--- src/sv/alht_pkg.sv ---
// ----------------------------------------------------------------------------
// alht_pkg
// Shared types and constants for the address-to-label hash table.
// ----------------------------------------------------------------------------
`timescale 1ns / 1ps
`default_nettype none

package alht_pkg;

  localparam int TABLE_SLOTS_DEF = 2003;
  localparam int ADDR_W          = 16;
  localparam int LABEL_W         = 16;
  localparam int SLOT_FW         = 11;
  localparam int PROBE_FW        = 12;
  localparam int HASH_MULT       = 3;

  typedef enum logic {
    OP_LOOKUP = 1'b0,
    OP_INSERT = 1'b1
  } op_t;

  typedef struct packed {
    op_t                operation;
    logic [ADDR_W-1:0]  address;
    logic [LABEL_W-1:0] label_id;
  } in_item_t;

  typedef struct packed {
    logic                found;
    logic [SLOT_FW-1:0]  slot;
    logic [LABEL_W-1:0]  label_out;
    logic                overflow;
    logic [PROBE_FW-1:0] probes;
  } out_item_t;

  typedef struct packed {
    logic               used;
    logic [ADDR_W-1:0]  key;
    logic [LABEL_W-1:0] label;
  } slot_entry_t;

  typedef struct packed {
    logic push;
    logic full;
  } push_ctl_t;

  typedef struct packed {
    logic pop;
    logic empty;
  } pop_ctl_t;

endpackage

`default_nettype wire

--- src/sv/alht_front.sv ---
// ----------------------------------------------------------------------------
// alht_front
// Accepts items and computes the home slot (address*3 mod slots) by
// reciprocal multiply with one correction step.
// ----------------------------------------------------------------------------
`timescale 1ns / 1ps
`default_nettype none

module alht_front #(
  parameter int TABLE_SLOTS = alht_pkg::TABLE_SLOTS_DEF
) (
  input  wire logic                           clk,
  input  wire logic                           rst_n,
  input  wire logic                           clearing,
  input  wire logic                           in_valid,
  output logic                                in_stall,
  input  wire alht_pkg::in_item_t             in_item,
  output alht_pkg::push_ctl_t                 q_ctl,
  input  wire logic                           q_full,
  output alht_pkg::in_item_t                  q_item,
  output logic [$clog2(TABLE_SLOTS)-1:0]      q_slot
);

  import alht_pkg::*;

  localparam int SW = $clog2(TABLE_SLOTS);
  localparam int RW = SW + 1;
  localparam int XW = ADDR_W + 2;
  localparam logic [31:0] RECIP = 32'((64'd1 << 32) / TABLE_SLOTS);

  typedef enum logic [3:0] {
    F_IDLE = 4'b0001,
    F_QUOT = 4'b0010,
    F_REM  = 4'b0100,
    F_PUSH = 4'b1000
  } fstate_t;

  fstate_t        state_r, state_nxt;
  in_item_t       item_r;
  logic [XW-1:0]  x_r;
  logic [XW-1:0]  q_r;
  logic [RW-1:0]  rem_r;
  logic [XW+31:0] prod;
  logic [XW-1:0]  qn;
  logic           accept;

  assign in_stall = (state_r != F_IDLE) || clearing;
  assign accept   = in_valid && !in_stall;
  assign prod     = (XW+32)'(x_r) * (XW+32)'(RECIP);
  assign qn       = q_r * XW'(TABLE_SLOTS);

  assign q_item     = item_r;
  assign q_slot     = (rem_r >= RW'(TABLE_SLOTS)) ? SW'(rem_r - RW'(TABLE_SLOTS))
                                                  : SW'(rem_r);
  assign q_ctl.push = (state_r == F_PUSH) && !q_full;
  assign q_ctl.full = q_full;

  always_comb begin
    state_nxt = state_r;
    unique case (state_r)
      F_IDLE:  if (accept) state_nxt = F_QUOT;
      F_QUOT:  state_nxt = F_REM;
      F_REM:   state_nxt = F_PUSH;
      F_PUSH:  if (!q_full) state_nxt = F_IDLE;
      default: state_nxt = F_IDLE;
    endcase
  end

  always_ff @(posedge clk) begin
    if (!rst_n) begin
      state_r <= F_IDLE;
    end else begin
      state_r <= state_nxt;
    end
  end

  always_ff @(posedge clk) begin
    if (accept) begin
      item_r <= in_item;
      x_r    <= XW'({in_item.address, 1'b0}) + XW'(in_item.address);
    end
    if (state_r == F_QUOT) begin
      q_r <= prod[XW+31:32];
    end
    if (state_r == F_REM) begin
      rem_r <= RW'(x_r - qn);
    end
  end

endmodule

`default_nettype wire

--- config.mk ---
export PLATFORM = sky130hd
export DESIGN_NAME = alht_front
export DESIGN_NICKNAME = d
export VERILOG_FILES = /design/src/sv/alht_pkg.sv /design/src/sv/alht_front.sv
export SDC_FILE = /design/constraint.sdc
export NUM_CORES = 1
export LEC_CHECK = 0
export BUFFER_PORTS_ARGS = -buffer_cell sky130_fd_sc_hd__buf_2
export CAP_MARGIN = 40
export CORE_MARGIN = 4
export CORE_UTILIZATION = 27
export CTS_CLUSTER_DIAMETER = 100
export DETAILED_ROUTE_END_ITERATION = 8
export PLACE_DENSITY_LB_ADDON = 0.2
export SYNTH_ARGS = -nofsm -noshare
export SYNTH_HDL_FRONTEND = slang
export SYNTH_SLANG_ARGS = --single-unit
--- constraint.sdc ---
create_clock -name clk -period 13.2 [get_ports clk]
set_input_delay 0.66 -clock clk [delete_from_list [all_inputs] [get_ports clk]]
set_output_delay 0.66 -clock clk [all_outputs]
set_load 0.1 [all_outputs]
; After elaboration in Yosys (flattened, before gate mapping)
; Cells that the tools add are included.
[word_totals]
regBits = 75
input_bits = 38
output_inout_bits = 47
word_cells = 30
[classes]
addsub = 3
multipliers = 2
n_lt_le_gt_ge = 1
eq_ne = 7
muxes = 4
n_reduce_logical = 6
[op_table]
columns = cell, count
row1 = $mul A18 B22 Y40 const B, 1
row2 = $add A17 B16 Y18, 1
row3 = $pmux W4 S4, 1
row4 = $ge A12 B11 Y1 const B, 1
row5 = $mul A8 B11 Y12 const B, 1
row6 = $sub A12 B12 Y12, 1
row7 = $mux W11, 1
row8 = $sub A11 B11 Y11 const B, 1
row9 = $mux W4, 2
row10 = $eq A4 B1 Y1 const B, 1
row11 = $eq A4 B2 Y1 const B, 1
row12 = $eq A4 B3 Y1 const B, 1
row13 = $eq A4 B4 Y1 const B, 1
row14 = $ne A2 B2 Y1 const B, 2
row15 = $ne A4 B1 Y1 const B, 1
row16 = $logic_and A1 B1 Y1, 2
row17 = $logic_not A1 Y1, 2
row18 = $reduce_and A2 Y1, 1
row19 = $logic_or A1 B1 Y1, 1

; Longest topological paths before layout
[depth]
depth_word = 6
depth_mapped = 18
mapped_depth_nobuf = 18

; Least setup slack after synthesis
; No wires, ideal clock.
[synth_path]
path_kind = register to register
start = register x_r[15]
end = register q_r[7], data pin
setup_ns = 0.255
t_arrival_ns = 5.202
t_required_ns = 12.945
slack_ns = 7.744
path_stages_with_launch = 18
path_buffers = 0
period_less_slack_ns = 5.456
path_cell_list = edfxtp_1 > fa_1 > inv_1 > fa_1 > inv_1 > fa_1 > fa_1 > inv_1 > fa_1 > inv_1 > ha_1 > ha_1 > and4_4 > and3_4 > a2111oi_4 > o221ai_1 > o41a_1 > and2_1
[synth_between]
elab_chain_cells = 1
[synth_rtl]
columns = element, line
row1 = from (decl), alht_front.sv:40  ; logic [XW-1:0] x_r;
row2 = from (signal assigned), alht_front.sv:80  ; x_r <= XW'({in_item.address, 1'b0}) + XW'(in_item.address);
row3 = $mul A18 B22 Y40, alht_front.sv:49  ; assign prod = (XW+32)'(x_r) * (XW+32)'(RECIP);
row4 = named net prod[39], alht_front.sv:43  ; logic [XW+31:0] prod;
row5 = to (signal assigned), alht_front.sv:83  ; q_r <= prod[XW+31:32];
row6 = to (decl), alht_front.sv:41  ; logic [XW-1:0] q_r;
; The timed path passes the listed nets, and every way through them passes these cells.
; A chain may end at the register's enable or synchronous reset.

; Worst setup path after layout
[layout_path]
start = register x_r[15]
end = register q_r[6], data pin
; Same word-level chain as after synthesis.

==> run metrics <==
worst-case vdd ir drop=0.0747 mV; residual antenna-violating net count after detailed routing=0; kind of end point of the critical path=flop; TritonCTS clock tree=yes; summed instance area of the synthesized netlist=9410 um^2; Yosys warning count=0; final critical-path required period=5740 ps; Ant. Diodes=0; Die X=195 um; pin count of the biggest net entering global routing=49; crit path kind=reg2reg; post-DR wirelength/cell=15.2 um; fraction of the yosys area taken by sequential cells=0.232; worst hold stages=1; Final setup viols=0; RSZ-0062 raised after global routing=no; core area=34500 um^2; Sinks on Clock Net=74; final-report max-slew violation count=0; startpoint types=flop; ratio of routed vias to standard cells=4.31; worst min path class=in2reg; terminating pin of the worst hold path=q_item[4]$_DFFE_PP_; number of primary I/O pins=85; Tot GR Track Use=0.118; fraction of layout cells with a size suffix above 1=0.118; data arrival time of the critical path=5850 ps; global-route wire length before repair=35500 um; H-Tree Level Count=3; hold bufs inserted after CTS=0; number of antenna violations at the first check in global routing=0; setup skew after layout=10.1 ps; Worst Slack Setup Final=7460 ps; half-perimeter wire length after detailed placement=18800 um; total non-filler cell area in the finished layout=10700 um^2; number of nets in the layout=1318; endpoint required time on the critical path=13300 ps; FFs w/ async S/R, synth=0; standard-cell rows=68; endpoint of the worst register-to-register path=q_r[6]$_DFFE_PN_; vias after detailed routing=6159; setup_tns=0 ps; port bufs=84; gr ovfl total=0; DR pass1 iterations=4; slowest cell on the critical path=fa_1; library cell with the largest summed area after synthesis=ha_1; total nets after synthesis=1222; CTS clk-pin slew, worst paths=70 ps; number of distinct standard cells referenced by the synthesized netlist=55; placer's final routability congestion estimate=0.876; reg2reg path depth=18; Final Hold Violating Endpoints=0; via count of the first global-routing pass=6710; total wire length=21700 um; worst reg2reg path startpoint=x_r[15]$_DFFE_PP_; tightest hold margin=478 ps; part of the cycle the worst path needs=0.435; Largest stage delay, worst path=570 ps; most repeated cell in the gate-level netlist after synthesis=ha_1; Clock Tree Root=clkbuf_16; max-cap violations=0; Synth Register Bits=74; dominant cells by area after synthesis=ha_1, edfxtp_1, fa_1, inv_1, xnor2_1; worst skew pair latency=360 ps; clock buffer count from CTS=9; Worst slew margin=0.527; critical-path cell list=fa_1 > inv_1 > fa_1 > inv_1 > fa_1 > fa_1 > inv_1 > fa_1 > inv_1 > ha_1 > ha_1 > and4_4 > and3_4 > a2111oi_4 > o221ai_1 > o41a_1 > nand2_1 > xnor2_1; effective utilization at floorplan=0.273; outcome=completed; list of most frequent post-synthesis cells=ha_1, inv_1, fa_1; worst slew pin tran=710 ps; EDFF count, synth=70; Resized cells post-CTS=0; placed standard-cell area=10400 um^2; worst slack after detailed placement=7460 ps; number of buffers on the longest clock path=2; power density cells=180 nW/um^2; most numerous cell on the critical path=fa_1; instance count of the mapped netlist=874; area share of the largest cell type after synthesis=0.283; vertical die dimension=195 um; filler-free cell count of the finished design=1430; Placed Cells incl. Taps=1414; Post-CTS Repair Setup Buffers=0; leakage power figure=5.19 nW; maximum net fanout on the critical path=6; leading register cell type out of synthesis=edfxtp_1; launch point of the worst hold path=in_item[4]; minimum setup slack among reg-to-reg paths=7460 ps; floorplan die area=37900 um^2; remaining routing DRC violations=0; Detailed Route Iter0 Violations=158; synth-to-layout area growth=14.1%; post-synthesis area per instance=10.8 um^2; timing-limited maximum frequency=174 MHz
==> per-layer routing <==
layer | wire (um) | vias to the layer above | track usage
li1 | - | 3132 | -
met1 | 10200 | 2923 | 0.156
met2 | 10600 | 82 | 0.206
met3 | 555 | 22 | 0.0189
met4 | 348 | 0 | 0.0258
met5 | 0 | - | 0
==> critical path, delay by kind of cell, from the launching register on <==
kind / cells / cell delay (ps)
AO/OA/AOI/OAI: 3 / 980
XOR/XNOR: 1 / 80
adder cells (fa/ha/maj): 7 / 3230
buffers and inverters: 4 / 200
flip-flops: 1 / 520
AND/OR/NAND/NOR: 3 / 470
==> how the worst max path moves through the flow <==
stage / slack [ps] / startpoint / cells after the start / end
2_1_floorplan: 7740 / x_r[15]$_DFFE_PP_ / 17 / q_r[7]$_DFFE_PN_
3_3_place_gp: 7530 / x_r[15]$_DFFE_PP_ / 18 / q_r[6]$_DFFE_PN_
3_5_place_dp: 7460 / x_r[15]$_DFFE_PP_ / 18 / q_r[6]$_DFFE_PN_
4_1_cts: 7450 / x_r[15]$_DFFE_PP_ / 18 / q_r[6]$_DFFE_PN_
5_1_grt: 7160 / x_r[15]$_DFFE_PP_ / 18 / q_r[6]$_DFFE_PN_
6_report: 7460 / x_r[15]$_DFFE_PP_ / 18 / q_r[6]$_DFFE_PN_
==> state kept, by name, summed over array words and instances (netlist names) <==
signal,count
q_item,33
x_r,17
q_r,8
rem_r,12
state_r,4
==> power breakdown <==
group,internal [mW],switching [mW]
combinational,0.565,0.792
sequential,0.288,0.0184
clock,0.151,0.117
total,1.00,0.927
==> through the flow <==
step	utilization	power (mW)
2_1_floorplan	-	1.31
3_3_place_gp	0.302	1.69
3_5_place_dp	0.303	1.68
4_1_cts	0.312	1.97
5_1_grt	0.312	2.16
6_report	0.312	1.93
==> placed cells by master (no fill, tap or decap), drive strengths merged, types with 2 or more instances in the layout <==
| cell type | Yosys | routed |
|---|---|---|
| and3 | 3 | 3 |
| xor2 | 12 | 12 |
| o22ai | 2 | 2 |
| o21ai | 24 | 24 |
| nor4b | 2 | 2 |
| clkinvlp | 0 | 2 |
| a41oi | 4 | 4 |
| ha | 213 | 213 |
| nand4 | 7 | 7 |
| nor2 | 24 | 24 |
| o211ai | 2 | 2 |
| o2111ai | 3 | 3 |
| o221ai | 2 | 2 |
| or3 | 4 | 4 |
| a21o | 11 | 11 |
| a2111oi | 2 | 2 |
| a22oi | 2 | 2 |
| nand2 | 17 | 17 |
| a31oi | 2 | 2 |
| nand2b | 10 | 10 |
| a211oi | 7 | 7 |
| a21boi | 2 | 2 |
| dfxtp | 4 | 4 |
| edfxtp | 70 | 70 |
| xnor2 | 36 | 36 |
| clkbuf | 0 | 9 |
| nand3 | 5 | 5 |
| o21a | 11 | 11 |
| or2 | 4 | 4 |
| nor4 | 5 | 5 |
| fa | 97 | 97 |
| and2 | 5 | 5 |
| nor3 | 11 | 11 |
| a21oi | 36 | 36 |
| inv | 208 | 212 |
| buf | 2 | 87 |
| or4 | 2 | 2 |
| nor2b | 9 | 9 |
==> area by class of cell <==
type                    instances  area [um^2]
inverters                     208          781
fillers                      3609        23700
well taps                     455          569
flip-flops and latches         74         2180
clock buffers                   9          225
clock inverters                 7         85.1
repair buffers                 87          443
multi-input cells             590         6450
==> logic make-up (layout without fill, tap and decap cells) <==
kind of cell / after synthesis / in the layout / synth area share
compound gates: 117 / 117 / 0.0824
xor+xnor: 48 / 48 / 0.0447
fa+ha+maj: 310 / 310 / 0.489
buf+inv: 210 / 311 / 0.0845
flops: 74 / 74 / 0.232
mux: 2 / 2 / 0.00226
simple gates: 113 / 113 / 0.0649
Note: power is estimated with default switching activity, not from simulation.
