`src/sv/alht_queue.sv`:
```
// ----------------------------------------------------------------------------
// alht_queue
// Two-entry queue between the hashing front end and the probe engine.
// ----------------------------------------------------------------------------
`timescale 1ns / 1ps
`default_nettype none

module alht_queue #(
  parameter int DW = 8
) (
  input  wire logic          clk,
  input  wire logic          rst_n,
  input  wire logic          push,
  input  wire logic [DW-1:0] din,
  output logic               full,
  input  wire logic          pop,
  output logic [DW-1:0]      dout,
  output logic               empty
);

  logic [DW-1:0] ent_r [2];
  logic          wr_ptr_r, wr_ptr_nxt;
  logic          rd_ptr_r, rd_ptr_nxt;
  logic [1:0]    cnt_r, cnt_nxt;

  assign full  = (cnt_r == 2'd2);
  assign empty = (cnt_r == 2'd0);
  assign dout  = ent_r[rd_ptr_r];

  always_comb begin
    wr_ptr_nxt = wr_ptr_r;
    rd_ptr_nxt = rd_ptr_r;
    cnt_nxt    = cnt_r;
    if (push && !full) begin
      wr_ptr_nxt = ~wr_ptr_r;
    end
    if (pop && !empty) begin
      rd_ptr_nxt = ~rd_ptr_r;
    end
    if ((push && !full) && !(pop && !empty)) begin
      cnt_nxt = cnt_r + 2'd1;
    end else if (!(push && !full) && (pop && !empty)) begin
      cnt_nxt = cnt_r - 2'd1;
    end
  end

  always_ff @(posedge clk) begin
    if (!rst_n) begin
      wr_ptr_r <= 1'b0;
      rd_ptr_r <= 1'b0;
      cnt_r    <= 2'd0;
    end else begin
      wr_ptr_r <= wr_ptr_nxt;
      rd_ptr_r <= rd_ptr_nxt;
      cnt_r    <= cnt_nxt;
    end
  end

  always_ff @(posedge clk) begin
    if (push && !full) begin
      ent_r[wr_ptr_r] <= din;
    end
  end

endmodule

`default_nettype wire

```
`config.mk`:
```
export PLATFORM = sky130hd
export DESIGN_NAME = alht_queue
export DESIGN_NICKNAME = d
export VERILOG_FILES = /design/src/sv/alht_queue.sv
export SDC_FILE = /design/constraint.sdc
export NUM_CORES = 1
export LEC_CHECK = 0
export ABC_AREA = 0
export BUFFER_PORTS_ARGS = -buffer_cell sky130_fd_sc_hd__buf_2
export CAP_MARGIN = 10
export CORE_MARGIN = 1.5
export CORE_UTILIZATION = 25
export CTS_BUF_LIST = sky130_fd_sc_hd__clkbuf_2
export DETAILED_ROUTE_END_ITERATION = 10
export GPL_TIMING_DRIVEN = 1
export HOLD_SLACK_MARGIN = 0.15
export PLACE_DENSITY = 0.53
export SYNTH_ARGS = -nofsm -noshare
export SYNTH_HDL_FRONTEND = slang
export SYNTH_SLANG_ARGS = --single-unit
```
`constraint.sdc`:
```
create_clock -name clk -period 2.1 [get_ports clk]
set_input_delay 0.42 -clock clk [delete_from_list [all_inputs] [get_ports clk]]
set_output_delay 0.42 -clock clk [all_outputs]
set_load 0.02 [all_outputs]
```
# Word level (Yosys, flattened, before mapping)
# Memories as Yosys holds them, arrays and structs flattened. A register that Yosys moved wholly into a read port is not among the register bits.
# Index checks and enable logic that the tools add are counted.
# Widths: inputs -> output; s select.
# totals
ram_bits	16
in_bits	12
wordCells	25
reg_bits	4
out_inout_bits	10
memories	1
# mem_list
name	words	word_bits	read_ports	rd_clocked_by_memory_dff	write_ports	line_no	source
ent_r	2	8	1	1	1	21	logic [DW-1:0] ent_r [2];
# op_classes
bitwise_logic	2
reduce_logical	10
n_addsub	2
mux	6
n_eq_ne	1
# ops
operator	n
$logic_and 1x1->1	4
$logic_not 1->1	4
$mux 1	4
$mux 2	2
$add 2x1->2 const B	1
$eq 2x2->1 const B	1
$logic_not 2->1	1
$not 1->1	2
$reduce_bool 2->1	1
$sub 2x1->2 const B	1

# Depth between registers and ports, before layout
# Gate-level depths: netlist of run 1.
# depth
ltp_word	7
depth_mapped	7
ltp_nobuf	7

# Least setup slack after synthesis of run 1
# OpenSTA, ideal clock, no wires.
# synth_timing
path_kind	reg2reg
start	register cnt_r[0]
end	register cnt_r[1]
path_stages_with_launch	7
required_ns	2.030
path_buffers	0
setup_time_ns	0.070
arrival_time_ns	1.529
synth_period_minus_slack_ns	1.598
slack_ns	0.502
cell_sequence	dfxtp_1 -> nand2b_1 -> inv_1 -> nor2_1 -> ha_1 -> or3_1 -> a21oi_1
# synth_via
elab_chain_len	6
elab_cells_between_ends	15
classes_between	add/sub: 2; eq/ne: 1; mux: 2; reduce/logical: 10
# synth_lines
item	line_no	source
start: declaration	24	logic [1:0] cnt_r, cnt_nxt;
start signal: assignment	55	cnt_r <= cnt_nxt;
$eq 2x2->1 (*)	26	assign full = (cnt_r == 2'd2);
via full	15	output logic full,
$logic_not 1->1 (*)	40, 42	
$logic_and 1x1->1 (*)	40, 42	
$logic_not 1->1	42	end else if (!(push && !full) && (pop && !empty)) begin
$logic_and 1x1->1	42	
$reduce_bool 2->1 (no line)	n/a	
# Mark *: on every way through the listed nets, which the timed path passes. The rest lies on a longest branch. The select of a mux whose other input is x is not followed.
# A chain may end at the register's enable or synchronous reset.

==> key figures, run 1 <==
STA
  – Final Hold Viols: 0
  – Fin Setup TNS: 0 ns
  – Clk_skew: 0.00447 ns
  – Actual slew at the worst max-slew pin: 0.399 ns
  – Fin. max-slew vios: 0
  – Fin crit share: 0.885
  – RSZ-0062 raised after global routing: no
  – Final setup violation count: 0
  – Minimum clock period: 1.86 ns
  – Max Fclk: 538 MHz
  – Slew headroom: 0.734

CTS
  – CTS clock-pin slew for the worst setup and hold paths: 0.18 ns
  – Sink Count: 21
  – Num CTS Buffers: 3
  – # resized after CTS: 0
  – Max clock buf depth: 2
  – Post-CTS Hold Fix Bufs: 0
  – Clock Latency Late Sink: 0.30 ns
  – Clock H-tree levels: 1
  – CTS root buf: clkbuf_2
  – Post-CTS Setup Repair Bufs: 0
  – TritonCTS clock tree: yes

Detailed routing
  – DRT iter0 DRCs: 3
  – Via count: 465
  – Vias per inst: 3.88
  – Average wire per standard cell: 10.4 um
  – Drt pass-1 iters: 4
  – Final wirelength: 1.25 mm
  – Drc violations: 0
  – Post-DRT Antenna Nets: 0

Die
  – Std-Cell Rows: 20
  – Core area: 0.00305 mm^2
  – DIE WIDTH: 59.7 um
  – Die Area: 0.00356 mm^2
  – Die height: 59.7 um
  – I/O pin cnt: 22
  – Starting Density: 0.263

Synth
  – Netlist cell types: 16
  – YS warnings: 0
  – Synthesized net count: 64
  – Register area share after synthesis: 0.723
  – Post-synthesis average cell area: 15.8 um^2
  – Post-Syn Instances: 51
  – #FFs+latches synth: 21
  – Post-Syn Area: 803 um^2

Power
  – Maximum VDD drop: 0.672 mV
  – LEAKAGE: 0.000395 uW
  – Power per Cell Area: 1150 mW/mm^2

Critical path
  – Crit-path cells: mux2_2 > buf_2
  – Setup crit start kind: register
  – Worst Path Required: 1.68 ns
  – Crit. End Element: output pin
  – Critical Path Fanout Max: 8
  – Delay of the slowest cell on the worst path: 0.60 ns
  – Worst path slowest cell: dfxtp_1
  – Class of the most critical setup path: register to output pin
  – Critical Path AT: 1.44 ns

Global route
  – Largest net degree at the start of global routing: 13
  – Vias in the first global route: 459
  – GRT overflow: 0
  – GRT Total Usage: 0.0750
  – Initial antenna violation count: 0
  – First-pass GRT wire length: 1.93 mm

Final layout
  – Final #Nets: 90
  – Final core occ: 0.323
  – ANT cells: 0
  – Most frequent cells in the layout: buf_2, edfxtp_1, mux2_2
  – Share of layout cells above drive strength 1: 0.461
  – Most common cell after layout, fill and taps aside: buf_2
  – Syn-to-layout area delta: 22.7%

Hold path
  – Hold Crit Class: input pin to register

Placed design
  – Placer's final routability congestion estimate: 0.678
  – Port buffer count: 21

Outcome
  – Outcome: completed

Flow run
  – # Max-Cap Violations: 0
report_power, final:
| group | internal (uW) | total (uW) | switching [uW] |
|---|---|---|---|
| Combinational | 170 | 392 | 222 |
| Sequential | 529 | 584 | 55.0 |
| Clock | 43.2 | 156 | 113 |
| Total | 743 | 1130 | 390 |
synth_stat cells:
library cell	n	area [um^2]
nand2b_1	1	6.26
o21ai_0	2	10.0
nor2_1	5	18.8
a21boi_0	1	7.51
nor3_2	1	10.0
or3_1	1	6.26
mux2_2	8	90.1
inv_1	3	11.3
dfxtp_1	5	100
and3_1	1	6.26
edfxtp_1	16	480
buf_2	1	5.00
ha_1	1	12.5
a21oi_1	1	5.00
xor2_1	3	26.3
o21a_1	1	7.51
worst max-delay path, delay by kind of cell, from the launching register on:
family	cells	cell delay, ns
buffers and inverters	1	0.16
DFF	1	0.60
muxes	1	0.38
kinds of logic (layout without fill, tap and decap cells):
| kind of cell | after synthesis | after routing | synth area share |
|---|---|---|---|
| buffers and inverters | 4 | 29 | 0.0202 |
| DFF | 21 | 21 | 0.723 |
| and+or+nand+nor | 9 | 9 | 0.0592 |
| muxes | 8 | 8 | 0.112 |
| AOI/OAI and AO/OA | 5 | 5 | 0.0374 |
| adders and majority gates | 1 | 1 | 0.0156 |
| xor gates and xnor gates | 3 | 3 | 0.0327 |
cell type report:
cell class | instances | area [um^2]
fill | 323 | 2070
sequential | 21 | 581
multi-input combinational | 26 | 206
timing repair buffer | 22 | 113
tap | 44 | 55.1
clock buffer | 3 | 15.0
inverter | 3 | 11.3
clock inverter | 1 | 5.00
routing by layer:
layer	vias up	part of all wire	global-route usage
li1	233	-	-
met1	215	0.43	0.0865
met2	17	0.49	0.126
met3	0	0.074	0.0411
met4	0	0	0.00952
met5	-	0	0
registers in the layout, indices dropped and copies added (netlist names), named ones only:
register,flops
rd_ptr_r,1
cnt_r,2
ent_r,16
wr_ptr_r,1
worst paths after layout:
kind,cells after the start,slack [ns],endpoint,start
worst max-delay path,2,0.24,dout[6],register
worst min-delay path,1,0.29,ent_r[0][7],din[7]
worst max register to register,6,0.49,cnt_r[1],cnt_r[0]
worst min register to register,2,0.52,register,rd_ptr_r
stage by stage:
| stage | power [uW] | setup slack, ns | hold WS (ns) | cell area, um^2 | std cells |
|---|---|---|---|---|---|
| 2_1_floorplan | 870 | 0.502 | 0.472 | 803 | 51 |
| 3_3_place_gp | 984 | 0.552 | 0.487 | 966 | 116 |
| 3_5_place_dp | 995 | 0.525 | 0.497 | 966 | 116 |
| 4_1_cts | 1150 | 0.177 | 0.271 | 986 | 120 |
| 5_1_grt | 1210 | 0.114 | 0.250 | 986 | 120 |
| 6_report | 1130 | 0.242 | 0.291 | 986 | 120 |
(Power assumes the default switching activity.)
==> run 2: changes to the inputs <==
- RECOVER_POWER: default -> 25
- REMOVE_ABC_BUFFERS: default -> 1
==> run 2 against run 1 <==
Against the previous run: first-iteration DRC count rose by 130%; final area fell by 0.51%; clock skew rose by 0.0020 ns; critical endpoint is now dout[4]; largest power group unchanged.
==> key figures, run 2 (synthesized netlist as in run 1, its figures left out) <==
Outcome
  – Outcome: completed

Global route
  – GRT overflow: 0
  – GRT Total Usage: 0.0803
  – Vias in the first global route: 492
  – First-pass GRT wire length: 2.10 mm
  – Largest net degree at the start of global routing: 13
  – Initial antenna violation count: 0

Detailed routing
  – Drc violations: 0
  – Post-DRT Antenna Nets: 0
  – Drt pass-1 iters: 4
  – Final wirelength: 1.24 mm
  – DRT iter0 DRCs: 7
  – Average wire per standard cell: 10.3 um
  – Via count: 490
  – Vias per inst: 4.08

STA
  – Hold Slack: 0.289 ns
  – Clk_skew: 0.00644 ns
  – Fin Setup TNS: 0 ns
  – Max Fclk: 538 MHz
  – Slew headroom: 0.726
  – Fin crit share: 0.885
  – Actual slew at the worst max-slew pin: 0.412 ns
  – Final setup violation count: 0
  – Worst Slack Setup Final: 0.241 ns
  – Final Hold Viols: 0
  – RSZ-0062 raised after global routing: no
  – Minimum clock period: 1.86 ns
  – Fin. max-slew vios: 0

Power
  – Clk pwr share: 0.138
  – Seq pwr share: 0.515
  – Sw Share: 0.344
  – Maximum VDD drop: 0.466 mV
  – Comb power frac: 0.347
  – LEAKAGE: 0.000384 uW
  – Power per Cell Area: 1150 mW/mm^2
  – Int Power: 742 uW
  – Switching power total: 390 uW

Die
  – Die Area: 0.00356 mm^2
  – Die height: 59.7 um
  – Core area: 0.00305 mm^2
  – DIE WIDTH: 59.7 um
  – Std-Cell Rows: 20
  – Starting Density: 0.263
  – I/O pin cnt: 22

CTS
  – Num CTS Buffers: 3
  – TritonCTS clock tree: yes
  – Sink Count: 21
  – Clock Latency Late Sink: 0.30 ns
  – Max clock buf depth: 2
  – CTS root buf: clkbuf_2
  – CTS clock-pin slew for the worst setup and hold paths: 0.18 ns
  – # resized after CTS: 0
  – Clock H-tree levels: 1
  – Post-CTS Setup Repair Bufs: 0
  – Post-CTS Hold Fix Bufs: 0

Final layout
  – Share of layout cells above drive strength 1: 0.408
  – Most frequent cells in the layout: buf_2, edfxtp_1, mux2_2
  – Most common cell after layout, fill and taps aside: buf_2
  – Syn-to-layout area delta: 22.1%
  – Design Area, Final: 981 um^2
  – Largest regs: ent_r x16, cnt_r x2
  – Final #Nets: 90
  – Reg with most FFs: ent_r
  – ANT cells: 0
  – Filler cells: 319
  – Max reg flops: 16

Hold path
  – Hold Crit Class: input pin to register
  – Hold depth: 1
  – Worst Hold End: ent_r[1][1]
  – Hold Crit Start: din[1]

Critical path
  – Buf+Inv Stages, Crit Path: 1
  – Delay of the slowest cell on the worst path: 0.59 ns
  – Crit-path cells: mux2_2 > buf_2
  – Worst path slowest cell: dfxtp_1
  – Class of the most critical setup path: register to output pin
  – Critical Path AT: 1.44 ns
  – Largest delay share family, worst path: flip-flops
  – Critical Path Fanout Max: 8
  – Worst Path Required: 1.68 ns
  – Worst R2R End: cnt_r[1]
  – R2R Path Start: cnt_r[0]
  – Critical path depth in cells: 2
  – R2r setup slk: 0.48 ns
  – Worst r2r path cells: 6
  – Crit. End Element: output pin
  – Setup crit start kind: register

Flow run
  – # Max-Cap Violations: 0

Placed design
  – Area after DPL: 966 um^2
  – Dpl ws: 0.516 ns
  – Placer's final routability congestion estimate: 0.632
  – Hpwl dp: 898 um
  – Port buffer count: 21
## run 2: cell count changes in the layout (fill, tap and decap cells not counted)
cell / change
buf_2: -4
clkbuf_1: +4
## run 2: how the worst max path moves through the flow
stage	startpoint	to	slack [ns]
6_report	register	dout[4]	0.24
2_1_floorplan	cnt_r[0]	cnt_r[1]	0.50
5_1_grt	register	dout[3]	0.13
3_5_place_dp	pop	cnt_r[1]	0.52
4_1_cts	register	dout[4]	0.17
3_3_place_gp	pop	cnt_r[1]	0.54
## run 2: layout make-up
class                   count  area (um^2)  area share
flip-flops and latches     21          581       0.592
multi-input cells          26          206       0.210
repair buffers             22          108       0.110
well taps                  44         55.1      0.0561
clock buffers               3         15.0      0.0153
inverters                   3         11.3      0.0115
clock inverters             1         5.00     0.00510
## run 2: power by group through the flow
stage                     Combinational, uW  Clock, uW  Sequential [uW]
after floorplan                         285          0              580
after global placement                  391          0              593
after detailed placement                397          0              596
after CTS                               400        168              586
after global routing                    441        181              594
final                                   393        156              583
## run 2: through the flow
step,util,total power [uW],instances
after global routing,0.321,1220,120
after floorplan,-,864,50
after detailed placement,0.316,993,116
final,0.321,1130,120
after CTS,0.323,1150,120
after global placement,0.316,985,116
## run 2: worst register-to-register path, delay by kind of cell, from the launching register on
family,cells,cell delay (ns)
and+or+nand+nor,3,0.61
DFF,1,0.39
buffers and inverters,1,0.12
adders and majority gates,1,0.30
AOI/OAI and AO/OA,1,0.15
## run 2: per-layer routing
metal | GRT usage | wire [um] | vias up
li1 | - | - | 234
met1 | 0.0929 | 533 | 236
met2 | 0.137 | 602 | 20
met3 | 0.0411 | 104 | 0
met5 | 0 | 0 | -
met4 | 0.00952 | 0 | 0
